File: src/sv/lmc_accumulator_processor_defines.svh
// ----------------------------------------------------------------------------
// Assertion macros for the accumulator processor
// Shared property forms; clock and reset are taken from the enclosing module.
// ----------------------------------------------------------------------------
`ifndef LMC_ACCUMULATOR_PROCESSOR_DEFINES_SVH
`define LMC_ACCUMULATOR_PROCESSOR_DEFINES_SVH

// condition must hold at every edge out of reset
`define LMC_ASSERT_ALWAYS(label, cond, msg) \
   label: assert property (@(posedge clock) disable iff (reset) (cond)) \
      else $error(msg);

// same-cycle implication
`define LMC_ASSERT_IMPLIES(label, ante, cons, msg) \
   label: assert property (@(posedge clock) disable iff (reset) (ante) |-> (cons)) \
      else $error(msg);

// next-cycle implication
`define LMC_ASSERT_NEXT(label, ante, cons, msg) \
   label: assert property (@(posedge clock) disable iff (reset) (ante) |=> (cons)) \
      else $error(msg);

`endif

File: src/sv/lmc_pkg.sv
// ----------------------------------------------------------------------------
// lmc_pkg
// Widths, operation and instruction codes, decode constants and the
// command/status structs shared by the processor modules.
// ----------------------------------------------------------------------------
`default_nettype none

package lmc_pkg;

   // mailbox count and derived widths
   localparam int MAILBOX_COUNT = 100;
   localparam int IDX_W         = $clog2(MAILBOX_COUNT);
   localparam int WORD_W        = 16;
   localparam int PC_W          = 7;
   localparam int OP_W          = 2;
   localparam int OPC_W         = 4;
   localparam int ARG_W         = 7;
   localparam int CODE_W        = OPC_W + ARG_W;

   // end-of-program PC value
   localparam logic [PC_W-1:0] MAILBOX_END = PC_W'(MAILBOX_COUNT);

   // decimal decode: word mod 1000, then hundreds digit and remainder
   localparam int DEC_BASE    = 1000;
   localparam int DIGIT_BASE  = 100;
   localparam int DIGIT_COUNT = DEC_BASE / DIGIT_BASE;
   localparam int REM_W       = $clog2(DEC_BASE);
   localparam int QUOT_W      = $clog2((1 << WORD_W) / DEC_BASE + 1);
   // floor(v / 1000) == (v * RECIP_MUL) >> RECIP_SHIFT for every 16-bit v
   localparam int RECIP_SHIFT = 26;
   localparam int RECIP_W     = 17;
   localparam int PROD_W      = WORD_W + RECIP_W;
   localparam logic [RECIP_W-1:0] RECIP_MUL = RECIP_W'(67109);

   // item operations
   localparam logic [OP_W-1:0] OP_WRITE = 2'd0;
   localparam logic [OP_W-1:0] OP_START = 2'd1;
   localparam logic [OP_W-1:0] OP_STEP  = 2'd2;
   localparam logic [OP_W-1:0] OP_READ  = 2'd3;

   // instruction opcodes
   localparam logic [OPC_W-1:0] INS_HLT = 4'd0;
   localparam logic [OPC_W-1:0] INS_ADD = 4'd1;
   localparam logic [OPC_W-1:0] INS_SUB = 4'd2;
   localparam logic [OPC_W-1:0] INS_STA = 4'd3;
   localparam logic [OPC_W-1:0] INS_LDA = 4'd5;
   localparam logic [OPC_W-1:0] INS_BRA = 4'd6;
   localparam logic [OPC_W-1:0] INS_BRZ = 4'd7;
   localparam logic [OPC_W-1:0] INS_BRP = 4'd8;
   localparam logic [OPC_W-1:0] INS_IO  = 4'd9;

   // operands of the I/O opcode
   localparam logic [ARG_W-1:0] IO_INP = 7'd1;
   localparam logic [ARG_W-1:0] IO_OUT = 7'd2;

   // controller -> datapath
   typedef struct packed {
      logic latch;     // capture the accepted item
      logic div;       // quotient of write value by 1000
      logic rem;       // remainder of write value by 1000
      logic rd_addr;   // data read at item address
      logic rd_code;   // code read at PC
      logic rd_arg;    // data read at instruction operand
      logic exec;      // commit the item's effect
      logic load_rsp;  // load the result register
   } lmc_cmd_type;

   // datapath -> controller
   typedef struct packed {
      logic [OP_W-1:0] op;
      logic            out_free;
   } lmc_sts_type;

endpackage

`default_nettype wire

File: src/sv/lmc_req_if.sv
// ----------------------------------------------------------------------------
// lmc_req_if
// Request channel: valid/ready handshake with the item fields.
// ----------------------------------------------------------------------------
`default_nettype none

interface lmc_req_if;
   logic                        valid;
   logic                        ready;
   logic [lmc_pkg::OP_W-1:0]    operation;
   logic [lmc_pkg::PC_W-1:0]    address;
   logic [lmc_pkg::WORD_W-1:0]  write_value;
   logic [lmc_pkg::WORD_W-1:0]  input_value;

   modport source (output valid, output operation, output address,
                   output write_value, output input_value, input ready);
   modport sink   (input valid, input operation, input address,
                   input write_value, input input_value, output ready);
endinterface

`default_nettype wire

File: src/sv/lmc_rsp_if.sv
// ----------------------------------------------------------------------------
// lmc_rsp_if
// Response channel: valid/ready handshake with the result fields.
// ----------------------------------------------------------------------------
`default_nettype none

interface lmc_rsp_if;
   logic                        valid;
   logic                        ready;
   logic [lmc_pkg::WORD_W-1:0]  read_value;
   logic [lmc_pkg::PC_W-1:0]    program_counter;
   logic [lmc_pkg::WORD_W-1:0]  accumulator_value;
   logic                        negative_flag;
   logic                        output_valid;
   logic                        input_taken;
   logic                        halted;

   modport source (output valid, output read_value, output program_counter,
                   output accumulator_value, output negative_flag,
                   output output_valid, output input_taken, output halted,
                   input ready);
   modport sink   (input valid, input read_value, input program_counter,
                   input accumulator_value, input negative_flag,
                   input output_valid, input input_taken, input halted,
                   output ready);
endinterface

`default_nettype wire

File: src/sv/lmc_ram.sv
// ----------------------------------------------------------------------------
// lmc_ram
// Generic RAM: one write port, one read port, registered read data.
// ----------------------------------------------------------------------------
`default_nettype none

module lmc_ram #(
   parameter int WIDTH = 16,
   parameter int DEPTH = 100
) (
   input  wire logic                     clock,
   input  wire logic                     we,
   input  wire logic [$clog2(DEPTH)-1:0] waddr,
   input  wire logic [WIDTH-1:0]         wdata,
   input  wire logic                     re,
   input  wire logic [$clog2(DEPTH)-1:0] raddr,
   output      logic [WIDTH-1:0]         rdata
);

   logic [WIDTH-1:0] mem_ff [DEPTH];

   // write port
   always_ff @(posedge clock) begin
      if (we) begin
         mem_ff[waddr] <= wdata;
      end
   end

   // read port, data held until the next read
   always_ff @(posedge clock) begin
      if (re) begin
         rdata <= mem_ff[raddr];
      end
   end

endmodule

`default_nettype wire

File: src/sv/lmc_ctrl.sv
// ----------------------------------------------------------------------------
// lmc_ctrl
// Sequencer: accepts one item, steps the datapath through its memory
// reads or decode steps and commit, then hands the result to the output register.
// ----------------------------------------------------------------------------
`default_nettype none
`include "lmc_accumulator_processor_defines.svh"

module lmc_ctrl (
   input  wire logic                 clock,
   input  wire logic                 reset,
   input  wire logic                 req_valid,
   output      logic                 req_ready,
   input  wire lmc_pkg::lmc_sts_type sts,
   output      lmc_pkg::lmc_cmd_type cmd
);

   localparam logic [2:0] S_IDLE  = 3'd0;
   localparam logic [2:0] S_ISSUE = 3'd1;
   localparam logic [2:0] S_REM   = 3'd2;
   localparam logic [2:0] S_OPER  = 3'd3;
   localparam logic [2:0] S_EXEC  = 3'd4;
   localparam logic [2:0] S_RESP  = 3'd5;

   logic [2:0] state_ff;
   logic [2:0] state_in;

   assign req_ready = (state_ff == S_IDLE);

   // next state
   always_comb begin
      state_in = state_ff;
      case (state_ff)
         S_IDLE: begin
            if (req_valid) state_in = S_ISSUE;
         end
         S_ISSUE: begin
            if (sts.op == lmc_pkg::OP_WRITE)     state_in = S_REM;
            else if (sts.op == lmc_pkg::OP_STEP) state_in = S_OPER;
            else                                 state_in = S_EXEC;
         end
         S_REM:  state_in = S_EXEC;
         S_OPER: state_in = S_EXEC;
         S_EXEC: state_in = S_RESP;
         S_RESP: begin
            if (sts.out_free) state_in = S_IDLE;
         end
         default: state_in = S_IDLE;
      endcase
   end

   always_ff @(posedge clock) begin
      if (reset) begin
         state_ff <= S_IDLE;
      end else begin
         state_ff <= state_in;
      end
   end

   // datapath commands
   always_comb begin
      cmd          = '0;
      cmd.latch    = (state_ff == S_IDLE) && req_valid;
      cmd.div      = (state_ff == S_ISSUE) && (sts.op == lmc_pkg::OP_WRITE);
      cmd.rd_addr  = (state_ff == S_ISSUE) && (sts.op == lmc_pkg::OP_READ);
      cmd.rd_code  = (state_ff == S_ISSUE) && (sts.op == lmc_pkg::OP_STEP);
      cmd.rem      = (state_ff == S_REM);
      cmd.rd_arg   = (state_ff == S_OPER);
      cmd.exec     = (state_ff == S_EXEC);
      cmd.load_rsp = (state_ff == S_RESP) && sts.out_free;
   end

   `LMC_ASSERT_NEXT(a_accept_issue, req_valid && req_ready, state_ff == S_ISSUE, "accepted item did not start")
   `LMC_ASSERT_NEXT(a_exec_resp, state_ff == S_EXEC, state_ff == S_RESP, "commit not followed by response")
   `LMC_ASSERT_NEXT(a_resp_hold, (state_ff == S_RESP) && !sts.out_free, state_ff == S_RESP, "result dropped while output busy")

endmodule

`default_nettype wire

File: src/sv/lmc_dpath.sv
// ----------------------------------------------------------------------------
// lmc_dpath
// Datapath: item latch, mod-1000 decoder, data and code mailboxes,
// accumulator machine registers and the result register.
// ----------------------------------------------------------------------------
`default_nettype none
`include "lmc_accumulator_processor_defines.svh"

module lmc_dpath (
   input  wire logic                          clock,
   input  wire logic                          reset,
   input  wire lmc_pkg::lmc_cmd_type          cmd,
   output      lmc_pkg::lmc_sts_type          sts,
   input  wire logic [lmc_pkg::OP_W-1:0]      in_operation,
   input  wire logic [lmc_pkg::PC_W-1:0]      in_address,
   input  wire logic [lmc_pkg::WORD_W-1:0]    in_write_value,
   input  wire logic [lmc_pkg::WORD_W-1:0]    in_input_value,
   output      logic                          out_valid,
   input  wire logic                          out_ready,
   output      logic [lmc_pkg::WORD_W-1:0]    out_read_value,
   output      logic [lmc_pkg::PC_W-1:0]      out_program_counter,
   output      logic [lmc_pkg::WORD_W-1:0]    out_accumulator_value,
   output      logic                          out_negative_flag,
   output      logic                          out_output_valid,
   output      logic                          out_input_taken,
   output      logic                          out_halted
);

   // latched item
   logic [lmc_pkg::OP_W-1:0]    op_ff;
   logic [lmc_pkg::PC_W-1:0]    addr_ff;
   logic [lmc_pkg::WORD_W-1:0]  wval_ff;
   logic [lmc_pkg::WORD_W-1:0]  ival_ff;

   // decode pipeline
   logic [lmc_pkg::PROD_W-1:0]  prod;
   logic [lmc_pkg::QUOT_W-1:0]  quot_ff;
   logic [lmc_pkg::REM_W-1:0]   rem_ff;
   logic [lmc_pkg::OPC_W-1:0]   dec_opc;
   logic [lmc_pkg::ARG_W-1:0]   dec_arg;

   // machine registers
   logic [lmc_pkg::PC_W-1:0]    pc_ff,   pc_in;
   logic [lmc_pkg::WORD_W-1:0]  acc_ff,  acc_in;
   logic                        neg_ff,  neg_in;
   logic                        halt_ff, halt_in;
   logic                        outv_ff, outv_in;
   logic                        inv_ff,  inv_in;

   // mailbox control
   logic [lmc_pkg::MAILBOX_COUNT-1:0] data_vld_ff;
   logic [lmc_pkg::MAILBOX_COUNT-1:0] code_vld_ff;
   logic                        data_ok_ff;
   logic                        code_ok_ff;
   logic                        addr_ok;
   logic                        pc_ok;
   logic                        arg_ok;
   logic [lmc_pkg::IDX_W-1:0]   addr_idx;
   logic [lmc_pkg::IDX_W-1:0]   pc_idx;
   logic [lmc_pkg::IDX_W-1:0]   arg_idx;
   logic                        wr_commit;
   logic                        sta_we;
   logic                        data_we;
   logic [lmc_pkg::IDX_W-1:0]   data_waddr;
   logic [lmc_pkg::WORD_W-1:0]  data_wdata;
   logic                        data_re;
   logic [lmc_pkg::IDX_W-1:0]   data_raddr;
   logic [lmc_pkg::WORD_W-1:0]  data_dout;
   logic                        code_re;
   logic [lmc_pkg::CODE_W-1:0]  code_dout;
   logic [lmc_pkg::CODE_W-1:0]  code_word;
   logic [lmc_pkg::OPC_W-1:0]   ins_opc;
   logic [lmc_pkg::ARG_W-1:0]   ins_arg;
   logic [lmc_pkg::WORD_W-1:0]  mval;
   logic [lmc_pkg::PC_W-1:0]    seq_pc;
   logic [lmc_pkg::PC_W-1:0]    tgt;

   logic                        rsp_valid_ff;

   // item capture
   always_ff @(posedge clock) begin
      if (cmd.latch) begin
         op_ff   <= in_operation;
         addr_ff <= in_address;
         wval_ff <= in_write_value;
         ival_ff <= in_input_value;
      end
   end

   // write value mod 1000: reciprocal multiply, then subtract
   assign prod = lmc_pkg::PROD_W'(wval_ff) * lmc_pkg::PROD_W'(lmc_pkg::RECIP_MUL);

   always_ff @(posedge clock) begin
      if (cmd.div) begin
         quot_ff <= lmc_pkg::QUOT_W'(prod >> lmc_pkg::RECIP_SHIFT);
      end
      if (cmd.rem) begin
         rem_ff <= lmc_pkg::REM_W'(wval_ff - lmc_pkg::WORD_W'(quot_ff)
                                   * lmc_pkg::WORD_W'(lmc_pkg::DEC_BASE));
      end
   end

   // hundreds digit by threshold compares, operand is what is left
   always_comb begin
      dec_opc = '0;
      for (int k = 1; k < lmc_pkg::DIGIT_COUNT; k++) begin
         if (rem_ff >= lmc_pkg::REM_W'(k * lmc_pkg::DIGIT_BASE)) begin
            dec_opc = lmc_pkg::OPC_W'(k);
         end
      end
      dec_arg = lmc_pkg::ARG_W'(rem_ff - lmc_pkg::REM_W'(dec_opc * lmc_pkg::DIGIT_BASE));
   end

   // range checks and indexes
   assign addr_ok  = (addr_ff < lmc_pkg::MAILBOX_END);
   assign pc_ok    = (pc_ff < lmc_pkg::MAILBOX_END);
   assign addr_idx = addr_ff[lmc_pkg::IDX_W-1:0];
   assign pc_idx   = pc_ff[lmc_pkg::IDX_W-1:0];

   // fetched instruction; an unwritten mailbox decodes to halt
   assign code_word = code_ok_ff ? code_dout : '0;
   assign ins_opc   = code_word[lmc_pkg::CODE_W-1:lmc_pkg::ARG_W];
   assign ins_arg   = code_word[lmc_pkg::ARG_W-1:0];
   assign arg_ok    = (ins_arg < lmc_pkg::MAILBOX_END);
   assign arg_idx   = ins_arg[lmc_pkg::IDX_W-1:0];
   assign mval      = data_ok_ff ? data_dout : '0;

   // mailbox ports
   assign wr_commit  = cmd.exec && (op_ff == lmc_pkg::OP_WRITE) && addr_ok;
   assign data_we    = wr_commit || sta_we;
   assign data_waddr = wr_commit ? addr_idx : arg_idx;
   assign data_wdata = wr_commit ? wval_ff : acc_ff;
   assign data_re    = (cmd.rd_addr && addr_ok) || (cmd.rd_arg && arg_ok);
   assign data_raddr = cmd.rd_addr ? addr_idx : arg_idx;
   assign code_re    = cmd.rd_code && pc_ok;

   lmc_ram #(
      .WIDTH (lmc_pkg::WORD_W),
      .DEPTH (lmc_pkg::MAILBOX_COUNT)
   ) u_data_ram (
      .clock (clock),
      .we    (data_we),
      .waddr (data_waddr),
      .wdata (data_wdata),
      .re    (data_re),
      .raddr (data_raddr),
      .rdata (data_dout)
   );

   lmc_ram #(
      .WIDTH (lmc_pkg::CODE_W),
      .DEPTH (lmc_pkg::MAILBOX_COUNT)
   ) u_code_ram (
      .clock (clock),
      .we    (wr_commit),
      .waddr (addr_idx),
      .wdata ({dec_opc, dec_arg}),
      .re    (code_re),
      .raddr (pc_idx),
      .rdata (code_dout)
   );

   // read qualifiers: in range and written since reset
   always_ff @(posedge clock) begin
      if (cmd.rd_addr) begin
         data_ok_ff <= addr_ok && data_vld_ff[addr_idx];
      end else if (cmd.rd_arg) begin
         data_ok_ff <= arg_ok && data_vld_ff[arg_idx];
      end
      if (cmd.rd_code) begin
         code_ok_ff <= pc_ok && code_vld_ff[pc_idx];
      end
   end

   // valid bits stand in for the all-zero reset contents
   always_ff @(posedge clock) begin
      if (reset) begin
         data_vld_ff <= '0;
         code_vld_ff <= '0;
      end else begin
         if (data_we) data_vld_ff[data_waddr] <= 1'b1;
         if (wr_commit) code_vld_ff[addr_idx] <= 1'b1;
      end
   end

   // instruction execute and run start
   always_comb begin
      acc_in  = acc_ff;
      neg_in  = neg_ff;
      pc_in   = pc_ff;
      halt_in = halt_ff;
      outv_in = outv_ff;
      inv_in  = inv_ff;
      sta_we  = 1'b0;
      seq_pc  = pc_ff + lmc_pkg::PC_W'(1);
      tgt     = seq_pc;
      if (cmd.latch) begin
         outv_in = 1'b0;
         inv_in  = 1'b0;
      end
      if (cmd.exec && (op_ff == lmc_pkg::OP_START)) begin
         acc_in  = '0;
         neg_in  = 1'b0;
         pc_in   = '0;
         halt_in = 1'b0;
      end
      if (cmd.exec && (op_ff == lmc_pkg::OP_STEP) && !halt_ff) begin
         case (ins_opc)
            lmc_pkg::INS_HLT: tgt = lmc_pkg::MAILBOX_END;
            lmc_pkg::INS_ADD: acc_in = acc_ff + mval;
            lmc_pkg::INS_SUB: begin
               neg_in = (mval > acc_ff);
               acc_in = acc_ff - mval;
            end
            lmc_pkg::INS_STA: sta_we = arg_ok;
            lmc_pkg::INS_LDA: acc_in = mval;
            lmc_pkg::INS_BRA: tgt = ins_arg;
            lmc_pkg::INS_BRZ: begin
               if (acc_ff == '0) tgt = ins_arg;
            end
            lmc_pkg::INS_BRP: begin
               if (!neg_ff) tgt = ins_arg;
            end
            lmc_pkg::INS_IO: begin
               if (ins_arg == lmc_pkg::IO_INP) begin
                  acc_in = ival_ff;
                  inv_in = 1'b1;
               end else if (ins_arg == lmc_pkg::IO_OUT) begin
                  outv_in = 1'b1;
               end
            end
            default: tgt = seq_pc;
         endcase
         // running past the last mailbox stops the machine
         if (tgt >= lmc_pkg::MAILBOX_END) begin
            pc_in   = lmc_pkg::MAILBOX_END;
            halt_in = 1'b1;
         end else begin
            pc_in = tgt;
         end
      end
   end

   always_ff @(posedge clock) begin
      if (reset) begin
         pc_ff   <= '0;
         acc_ff  <= '0;
         neg_ff  <= 1'b0;
         halt_ff <= 1'b1;
         outv_ff <= 1'b0;
         inv_ff  <= 1'b0;
      end else begin
         pc_ff   <= pc_in;
         acc_ff  <= acc_in;
         neg_ff  <= neg_in;
         halt_ff <= halt_in;
         outv_ff <= outv_in;
         inv_ff  <= inv_in;
      end
   end

   // result register
   always_ff @(posedge clock) begin
      if (reset) begin
         rsp_valid_ff <= 1'b0;
      end else if (cmd.load_rsp) begin
         rsp_valid_ff <= 1'b1;
      end else if (out_ready) begin
         rsp_valid_ff <= 1'b0;
      end
   end

   always_ff @(posedge clock) begin
      if (cmd.load_rsp) begin
         out_read_value        <= ((op_ff == lmc_pkg::OP_READ) && data_ok_ff) ? data_dout : '0;
         out_program_counter   <= pc_ff;
         out_accumulator_value <= acc_ff;
         out_negative_flag     <= neg_ff;
         out_output_valid      <= outv_ff;
         out_input_taken       <= inv_ff;
         out_halted            <= halt_ff;
      end
   end

   assign out_valid    = rsp_valid_ff;
   assign sts.op       = op_ff;
   assign sts.out_free = !rsp_valid_ff || out_ready;

   `LMC_ASSERT_ALWAYS(a_pc_range, pc_ff <= lmc_pkg::MAILBOX_END, "PC beyond end of program")
   `LMC_ASSERT_IMPLIES(a_run_pc, !halt_ff, pc_ff < lmc_pkg::MAILBOX_END, "running with PC at end")
   `LMC_ASSERT_IMPLIES(a_dec_range, cmd.exec && (op_ff == lmc_pkg::OP_WRITE), rem_ff < lmc_pkg::REM_W'(lmc_pkg::DEC_BASE), "mod 1000 result out of range")

endmodule

`default_nettype wire

File: src/sv/lmc_accumulator_processor.sv
// Sequence: start and read items pass issue, commit and response states; write
// and step items add a remainder or operand-read state, and the response state
// holds while rsp is stalled. A new item is accepted only once the last result
// is loaded; a step is bound by the chained code-mailbox then data-mailbox reads,
// a write by the two-stage mod-1000 decode. Reset: synchronous; all mailboxes
// read zero, the machine is halted with PC 0, no clearing pass.
// ----------------------------------------------------------------------------
// lmc_accumulator_processor
// Mailbox machine with a 16-bit accumulator: write, start, step and read
// items, one result per item. Controller and datapath joined by cmd/status.
// ----------------------------------------------------------------------------
`default_nettype none

module lmc_accumulator_processor (
   input  wire logic  clock,
   input  wire logic  reset,
   lmc_req_if.sink    req_chan,
   lmc_rsp_if.source  rsp_chan
);

   lmc_pkg::lmc_cmd_type cmd;
   lmc_pkg::lmc_sts_type sts;
   logic                 req_ready;

   assign req_chan.ready = req_ready;

   // sequencer
   lmc_ctrl u_ctrl (
      .clock     (clock),
      .reset     (reset),
      .req_valid (req_chan.valid),
      .req_ready (req_ready),
      .sts       (sts),
      .cmd       (cmd)
   );

   // mailboxes, machine registers, result register
   lmc_dpath u_dpath (
      .clock                 (clock),
      .reset                 (reset),
      .cmd                   (cmd),
      .sts                   (sts),
      .in_operation          (req_chan.operation),
      .in_address            (req_chan.address),
      .in_write_value        (req_chan.write_value),
      .in_input_value        (req_chan.input_value),
      .out_valid             (rsp_chan.valid),
      .out_ready             (rsp_chan.ready),
      .out_read_value        (rsp_chan.read_value),
      .out_program_counter   (rsp_chan.program_counter),
      .out_accumulator_value (rsp_chan.accumulator_value),
      .out_negative_flag     (rsp_chan.negative_flag),
      .out_output_valid      (rsp_chan.output_valid),
      .out_input_taken       (rsp_chan.input_taken),
      .out_halted            (rsp_chan.halted)
   );

endmodule

`default_nettype wire

File: src/flat_wrapper.sv
// flat-port wrapper written by rule: the top's interface ports become plain ports
module lmc_accumulator_processor_flat 
  (clock, reset, req_chan_valid, req_chan_operation, req_chan_address, req_chan_write_value, req_chan_input_value, req_chan_ready, rsp_chan_valid, rsp_chan_read_value, rsp_chan_program_counter, rsp_chan_accumulator_value, rsp_chan_negative_flag, rsp_chan_output_valid, rsp_chan_input_taken, rsp_chan_halted, rsp_chan_ready);
  lmc_req_if req_chan_i ();
  lmc_rsp_if rsp_chan_i ();
  input  wire logic clock;
  input  wire logic reset;
  input wire logic [$bits(req_chan_i.valid)-1:0] req_chan_valid;
  input wire logic [$bits(req_chan_i.operation)-1:0] req_chan_operation;
  input wire logic [$bits(req_chan_i.address)-1:0] req_chan_address;
  input wire logic [$bits(req_chan_i.write_value)-1:0] req_chan_write_value;
  input wire logic [$bits(req_chan_i.input_value)-1:0] req_chan_input_value;
  output wire logic [$bits(req_chan_i.ready)-1:0] req_chan_ready;
  output wire logic [$bits(rsp_chan_i.valid)-1:0] rsp_chan_valid;
  output wire logic [$bits(rsp_chan_i.read_value)-1:0] rsp_chan_read_value;
  output wire logic [$bits(rsp_chan_i.program_counter)-1:0] rsp_chan_program_counter;
  output wire logic [$bits(rsp_chan_i.accumulator_value)-1:0] rsp_chan_accumulator_value;
  output wire logic [$bits(rsp_chan_i.negative_flag)-1:0] rsp_chan_negative_flag;
  output wire logic [$bits(rsp_chan_i.output_valid)-1:0] rsp_chan_output_valid;
  output wire logic [$bits(rsp_chan_i.input_taken)-1:0] rsp_chan_input_taken;
  output wire logic [$bits(rsp_chan_i.halted)-1:0] rsp_chan_halted;
  input wire logic [$bits(rsp_chan_i.ready)-1:0] rsp_chan_ready;
  assign req_chan_i.valid = req_chan_valid;
  assign req_chan_i.operation = req_chan_operation;
  assign req_chan_i.address = req_chan_address;
  assign req_chan_i.write_value = req_chan_write_value;
  assign req_chan_i.input_value = req_chan_input_value;
  assign req_chan_ready = req_chan_i.ready;
  assign rsp_chan_valid = rsp_chan_i.valid;
  assign rsp_chan_read_value = rsp_chan_i.read_value;
  assign rsp_chan_program_counter = rsp_chan_i.program_counter;
  assign rsp_chan_accumulator_value = rsp_chan_i.accumulator_value;
  assign rsp_chan_negative_flag = rsp_chan_i.negative_flag;
  assign rsp_chan_output_valid = rsp_chan_i.output_valid;
  assign rsp_chan_input_taken = rsp_chan_i.input_taken;
  assign rsp_chan_halted = rsp_chan_i.halted;
  assign rsp_chan_i.ready = rsp_chan_ready;
  lmc_accumulator_processor u_core (.clock(clock), .reset(reset), .req_chan(req_chan_i), .rsp_chan(rsp_chan_i));
endmodule
File: config.mk
export PLATFORM = sky130hd
export DESIGN_NAME = lmc_accumulator_processor_flat
export DESIGN_NICKNAME = d
export VERILOG_FILES = /design/src/sv/lmc_pkg.sv /design/src/sv/lmc_req_if.sv /design/src/sv/lmc_rsp_if.sv /design/src/sv/lmc_ram.sv /design/src/sv/lmc_ctrl.sv /design/src/sv/lmc_dpath.sv /design/src/sv/lmc_accumulator_processor.sv /design/src/flat_wrapper.sv
export VERILOG_INCLUDE_DIRS = /design/src /design/src/sv
export SDC_FILE = /design/constraint.sdc
export NUM_CORES = 2
export LEC_CHECK = 0
export ABC_CLOCK_PERIOD_IN_PS = 20200
export BUFFER_PORTS_ARGS = -buffer_cell sky130_fd_sc_hd__buf_2
export CAP_MARGIN = 20
export CELL_PAD_IN_SITES_DETAIL_PLACEMENT = 0
export CELL_PAD_IN_SITES_GLOBAL_PLACEMENT = 1
export CORE_UTILIZATION = 60
export CTS_CLUSTER_DIAMETER = 40
export DETAILED_ROUTE_END_ITERATION = 8
export PLACE_DENSITY = 0.84
export SLEW_MARGIN = 10
export SYNTH_ARGS = -nofsm -noshare
export SYNTH_HDL_FRONTEND = slang
export SYNTH_HIERARCHICAL = 1
export SYNTH_SLANG_ARGS = --single-unit
File: constraint.sdc
create_clock -name clock -period 20.2 [get_ports clock]
set_input_delay 5.05 -clock clock [delete_from_list [all_inputs] [get_ports clock]]
set_output_delay 5.05 -clock clock [all_outputs]
set_load 0.1 [all_outputs]
Yosys cells after proc, flatten, opt, wreduce, memory -nomap -nowiden --
Memories as Yosys holds them, arrays and structs flattened. A register that Yosys moved wholly into a read port is not among the register bits. Cells that the tools add are included.
Word-level totals: memory bits (writable) 2700, memories kept 2, output and inout port bits 45, flip-flop bits (word level) 334, input port bits 45, word-level logic and storage cells 175
Operators by class: eq/ne operators 20, $add $sub $neg 5, multipliers 3, order comparisons 20, mux-type cells 65, bitwise operators 2, reductions and logical operators 33
Memories:
- u_core.u_dpath.u_data_ram.mem_ff | depth 100, width 16, read ports 1, clocked after Yosys merged registers in 1, wr ports 1, RTL line lmc_ram.sv:20 | logic [WIDTH-1:0] mem_ff [DEPTH];
- u_core.u_dpath.u_code_ram.mem_ff | depth 100, width 11, read ports 1, clocked after Yosys merged registers in 1, wr ports 1, RTL line lmc_ram.sv:20
Operators with widths (number):
- 100-bit bitwise OR | 2
- 16-bit two-way mux | 5
- 16-bit case mux with 4 select lines | 1
- 7-bit two-way mux | 8
- 10-bit >= comparator, second input constant | 4
- 16-bit by 17-bit multiplier with 33-bit output, second input constant | 1
- 7-bit by 8-bit less-than comparator with 1-bit output, second input constant | 4
- 4-bit two-way mux | 8
- 1-bit two-way mux | 31
- 10-bit by 9-bit >= comparator with 1-bit output, second input constant | 3
- 7-bit case mux with 4 select lines | 1
- 1-bit binary-select mux with 7-bit select | 3
- 7-bit less-than comparator, second input constant | 3
- 1-bit logical AND | 19
- 16-bit adder | 1
- 16-bit greater-than comparator | 1
- 16-bit logical NOT | 1
- 16-bit subtractor | 1
- 3-bit case mux with 5 select lines | 1
- 1-bit demux with 7-bit select | 2
- 7-bit by 1-bit >= comparator with 1-bit output, second input constant | 2
- 4-bit by 3-bit == test with 1-bit output, second input constant | 3
- 3-bit two-way mux | 4
- 11-bit two-way mux | 1
- 27 further kinds | 38

Longest topological paths before layout --
depth in word-level cells 12, gate-level depth with buffers 18, depth with buffers taken out 18

Cells and area by module --
Netlist, hierarchy kept.
Modules (own cells, without submodules):
- lmc_ram at u_core.u_dpath.u_data_ram | sequential area each 48526.5 sq um, area each 61993.2 sq um, cells an instance 2669, instances 1
- lmc_ram at u_core.u_dpath.u_code_ram | sequential area each 33362.0 sq um, area each 42857.4 sq um, cells an instance 1872, instances 1
- lmc_dpath | sequential area each 7657.3 sq um, area each 20303.2 sq um, cells an instance 2134, instances 1
- lmc_ctrl | sequential area each 60.1 sq um, area each 217.7 sq um, cells an instance 28, instances 1

Worst setup path after synthesis --
Ideal clock, no wire load.
kind reg-to-reg, start register u_core/u_dpath/rem_ff[6] (netlist name), end memory u_core/u_dpath/u_code_ram/mem_ff[0][6] (netlist name) (data pin), path buffers 0, stages on the path, launching flop included 11, arrival time 11048 ps, setup slack 8383 ps, data required time 19431 ps, library setup time 769 ps, clock period less this slack 11817 ps, path through edfxtp_1 o311ai_0 inv_1 a211oi_1 inv_1 fa_1 a21o_1 a21oi_1 xnor2_1 xnor2_1 xnor2_1
On the way: elaborated cells on any way between the ends 20, those cells by class add/sub (1); mul (1); order compare (9); mux (9)
RTL lines:
- from (decl) | RTL line lmc_dpath.sv:38 | logic [lmc_pkg::REM_W-1:0] rem_ff;
- from (signal assigned) | RTL line lmc_dpath.sv:98 | rem_ff <= lmc_pkg::REM_W'(wval_ff - lmc_pkg::WORD_W'(quot_ff)
- 10-bit by 9-bit >= comparator with 1-bit output | RTL line lmc_dpath.sv:107 | if (rem_ff >= lmc_pkg::REM_W'(k * lmc_pkg::DIGIT_BASE)) begin
- 4-bit two-way mux (6 in series) | RTL line lmc_dpath.sv:107
- 4-bit two-way mux * | RTL line lmc_dpath.sv:107
- named net u_core.u_dpath.dec_opc (one bit) | RTL line lmc_dpath.sv:39 | logic [lmc_pkg::OPC_W-1:0] dec_opc;
- 4-bit by 5-bit multiplier with 5-bit output * | RTL line lmc_dpath.sv:111 | dec_arg = lmc_pkg::ARG_W'(rem_ff - lmc_pkg::REM_W'(dec_opc * lmc_pkg::DIGIT_BASE));
- 7-bit subtractor * | RTL line lmc_dpath.sv:111
- named net u_core.u_dpath.dec_arg (one bit) | RTL line lmc_dpath.sv:40 | logic [lmc_pkg::ARG_W-1:0] dec_arg;
- to (decl) | RTL line lmc_ram.sv:20
The timed path passes the listed nets; every way through them passes the cells marked *.

Worst setup path in the final report --
start register u_core.u_ctrl.state_ff[2], end output req_chan_ready
On the way: longest elaborated chain between the ends 1
RTL lines:
- from (decl) | RTL line lmc_ctrl.sv:25 | logic [2:0] state_ff;
- from (signal assigned) | RTL line lmc_ctrl.sv:56 | state_ff <= state_in;
- 3-bit logical NOT | RTL line lmc_ctrl.sv:28 | assign req_ready = (state_ff == S_IDLE);
- to (decl) | RTL line flat_wrapper.sv:13 | output wire logic [$bits(req_chan_i.ready)-1:0] req_chan_ready;
No other way between the ends.

==> flow_summary_export.csv <==
group,metric,value,unit
synthesis,syn_area,125000,µm²
drt,drt_iter0_drc,8665,
timing,grt_setup_unrepaired,"no",
min_path,hold_class,"reg2reg",
grt,grtUsageMet2,48.8,%
clock_network,root_buffer,"clkbuf_16",
flow_run,cap_violations,0,
grt,antenna_found_initial,7,
grt,grt_pass1_wl,466000,µm
setup_path,r2r-start,"u_core/u_ctrl/state_ff[0]$_SDFFE_PP0P_",
grt,use_met3,5.83,%
drt,vias_per_cell,6.69,
grt,grt_pass1_vias,68919,
final_layout,num-fill-cells,12613,
setup_path,reg2regPathDepth,15,
timing,period_needed,7.26,ns
setup_path,start_kind,"register",
grt,top_usage_layer,"met2",
timing,finalSetupViolations,0,
timing,timing.slew.headroom,14.6,%
floorplanning,start_util,60.5,%
outcome,status,"completed",
floorplanning,pin_count,90,
timing,finClkSkew,0.0772,ns
synthesis,yosys_warnings,6,
clock_network,clk_latency,0.98,ns
power_and_ir_drop,total_power,0.0149,W
power_and_ir_drop,switchingPower,0.00343,W
final_layout,design_area,143000,µm²
drt,drc,0,
power_and_ir_drop,p_leak,46.5,nW
placement,place_congestion,0.887,
floorplanning,die_x,459,µm
setup_path,crit_type,"reg2out",
final_layout,finalNonFillerCells,10227,
drt,vias,68434,
drt,totalWireLength,320000,µm
synthesis,syn_nets,6975,
drt,drtAntennaViolNets,0,
synthesis,synth_ff_type,"edfxtp_1",
synthesis,seq_area_frac_synth,71.5,%
timing,max_freq,138,MHz
synthesis,yosys_register_bits,3061,
timing,timing.final.crit_share,35.9,%
grt,grt_max_degree,136,
timing,hold_viol_final,0,
placement,port_buffers,89,
setup_path,crit_start,"u_core/u_ctrl/state_ff[2]$_SDFFE_PP0P_",
final_layout,syn_to_final_growth,14.4,%
synthesis,synth_cells,6703,
floorplanning,dieArea,211000,µm²
final_layout,final_cell_mix,"2,830 x edfxtp_1, 786 x mux4_2, 509 x nor2_1",
synthesis,synth_area_per_cell,18.7,µm²
clock_network,cts.clk_slew.worst_paths,0.06,ns
placement,place_inst,9475,
power_and_ir_drop,clock_power_share,46.1,%
grt,use_met1,41.9,%
power_and_ir_drop,seqPwrFrac,47.1,%
floorplanning,fp.coreArea,207000,µm²
drt,dr.pass1.iters,6,
min_path,hold_depth,0,
clock_network,cts_tree,"done",
synthesis,synth_edf_count,2830,
timing,slew_violations,0,
clock_network,numCtsBuffers,392,
grt,grt.overflow.total,0,
setup_path,worstPathArrival,2.21,ns
placement,placed_area,130000,µm²
clock_network,ctsResizeCount,0,
setup_path,cp-end-kind,"output pin",
power_and_ir_drop,powerDensity,104,nW/µm²
synthesis,yosys.cell_types.count,94,
placement,dpl.hpwl,180000,µm
clock_network,cts_sinks,3061,
setup_path,r2r_end,"u_core/u_dpath/u_data_ram/rdata[14]$_DFFE_PP_",
final_layout,final_common_cell,"edfxtp_1",
clock_network,cts.hold.buffers_added,0,
min_path,hold_end,"u_core/u_dpath/out_input_taken$_DFFE_PP_",
power_and_ir_drop,switching_share,23.0,%
setup_path,ff2ff_setup_slack,14.12,ns
power_and_ir_drop,ir_drop,0.102,mV
floorplanning,die_h,459,µm
timing,tightest_slew,1.28,ns
grt,track_usage,30.5,%
drt,wl_per_cell,31.3,µm
setup_path,required,15.15,ns
timing,fin_tns_setup,0,ns
clock_network,cts.htree.levels,5,
clock_network,clk_path_buf_depth,4,
synthesis,postSynth.asyncResetShare,0,%
min_path,hold_start,"u_core/u_dpath/inv_ff$_SDFF_PP0_",
setup_path,critPathMaxFanout,10,
clock_network,postCtsSetupBuffers,0,
final_layout,layout-drive-gt1-share,26.3,%
timing,worst_hold_slack,0.444,ns
floorplanning,rows,167,
final_layout,fin_nets,7401,
power_and_ir_drop,pwr-share-comb,6.8,%
power_and_ir_drop,p_int,0.0115,W
-- routing by layer --
metal	vias up	wire, µm
met2	4287	156000
met5	-	34
met4	6	13900
li1	28118	-
met1	35215	118000
met3	808	32600
-- final cells by class --
type                       instances  area [µm²]  share of cell area [%]
sequential                      3061       89600                    62.5
clock buffer                     433       10100                    7.04
clock inverter                   265        2810                    1.96
tap                             2788        3490                    2.43
inverter                         152         579                   0.404
timing repair buffer             406        3240                    2.26
antenna                            6        15.0                  0.0105
multi-input combinational       3116       33600                    23.4
-- worst max-delay path: stages (launching register included) --
cell,delay (ns)
dfxtp_1,0.40
nor3_1,0.36
buf_2,0.50
-- cells by family after synthesis --
logic type                 synth area share [%]
DFF                                        71.5
and+or+nand+nor                            3.99
muxes                                      15.3
AOI/OAI and AO/OA                          4.47
buffers and inverters                      2.01
adders and majority gates                  2.53
xor gates and xnor gates                  0.182
-- through the flow --
step	worst slack, ns	utilization (%)
final	12.94	69.2
after global routing	12.89	69.2
after global placement	13.11	62.5
after CTS	12.89	68.9
after detailed placement	13.07	62.7
after floorplan	8.38	-
-- how the worst max path moves through the flow --
| stage | to | slack (ns) | cells after the start |
|---|---|---|---|
| 2_1_floorplan | u_core/u_dpath/u_code_ram/mem_ff[0][6]$_DFFE_PP_ | 8.38 | 10 |
| 3_3_place_gp | u_core/u_dpath/acc_ff[11]$_SDFF_PP0_ | 13.11 | 4 |
| 3_5_place_dp | u_core/u_dpath/acc_ff[11]$_SDFF_PP0_ | 13.07 | 4 |
| 4_1_cts | req_chan_ready | 12.89 | 2 |
| 5_1_grt | req_chan_ready | 12.89 | 2 |
| 6_report | req_chan_ready | 12.94 | 2 |
-- power groups by stage --
stage	Combinational [W]	Sequential, W	Clock (W)
3_5_place_dp	0.000999	0.00715	0
6_report	0.00102	0.00702	0.00687
5_1_grt	0.00112	0.00702	0.00717
2_1_floorplan	0.000670	0.00717	0
3_3_place_gp	0.000976	0.00715	0
4_1_cts	0.00101	0.00702	0.00694
-- registers in the layout, summed over array words and instances, names as in the netlist, 11 cells and up --
signal and cells:
u_core/u_dpath/acc_ff 16, u_core/u_dpath/code_vld_ff 100, u_core/u_dpath/data_vld_ff 100, u_core/u_dpath/ival_ff 16
u_core/u_dpath/out_accumulator_value 16, u_core/u_dpath/out_read_value 16, u_core/u_dpath/u_code_ram/mem_ff 1100, u_core/u_dpath/u_code_ram/rdata 11
u_core/u_dpath/u_data_ram/mem_ff 1600, u_core/u_dpath/u_data_ram/rdata 16, u_core/u_dpath/wval_ff 16
-- synth_stat cells (all sizes together), types with 80 or more instances --
| master | number | area share (%) |
|---|---|---|
| edfxtp | 2830 | 68 |
| mux4 | 786 | 14 |
| nor2 | 515 | 1.5 |
| a21oi | 316 | 1.3 |
| dfxtp | 231 | 3.7 |
| nand2 | 224 | 0.67 |
| clkbuf | 195 | 0.58 |
| ha | 183 | 1.8 |
| buf | 179 | 0.97 |
| inv | 149 | 0.45 |
| mux2i | 129 | 1.0 |
| o21ai | 80 | 0.32 |
No activity file was read; power rests on OpenSTA's default activity.
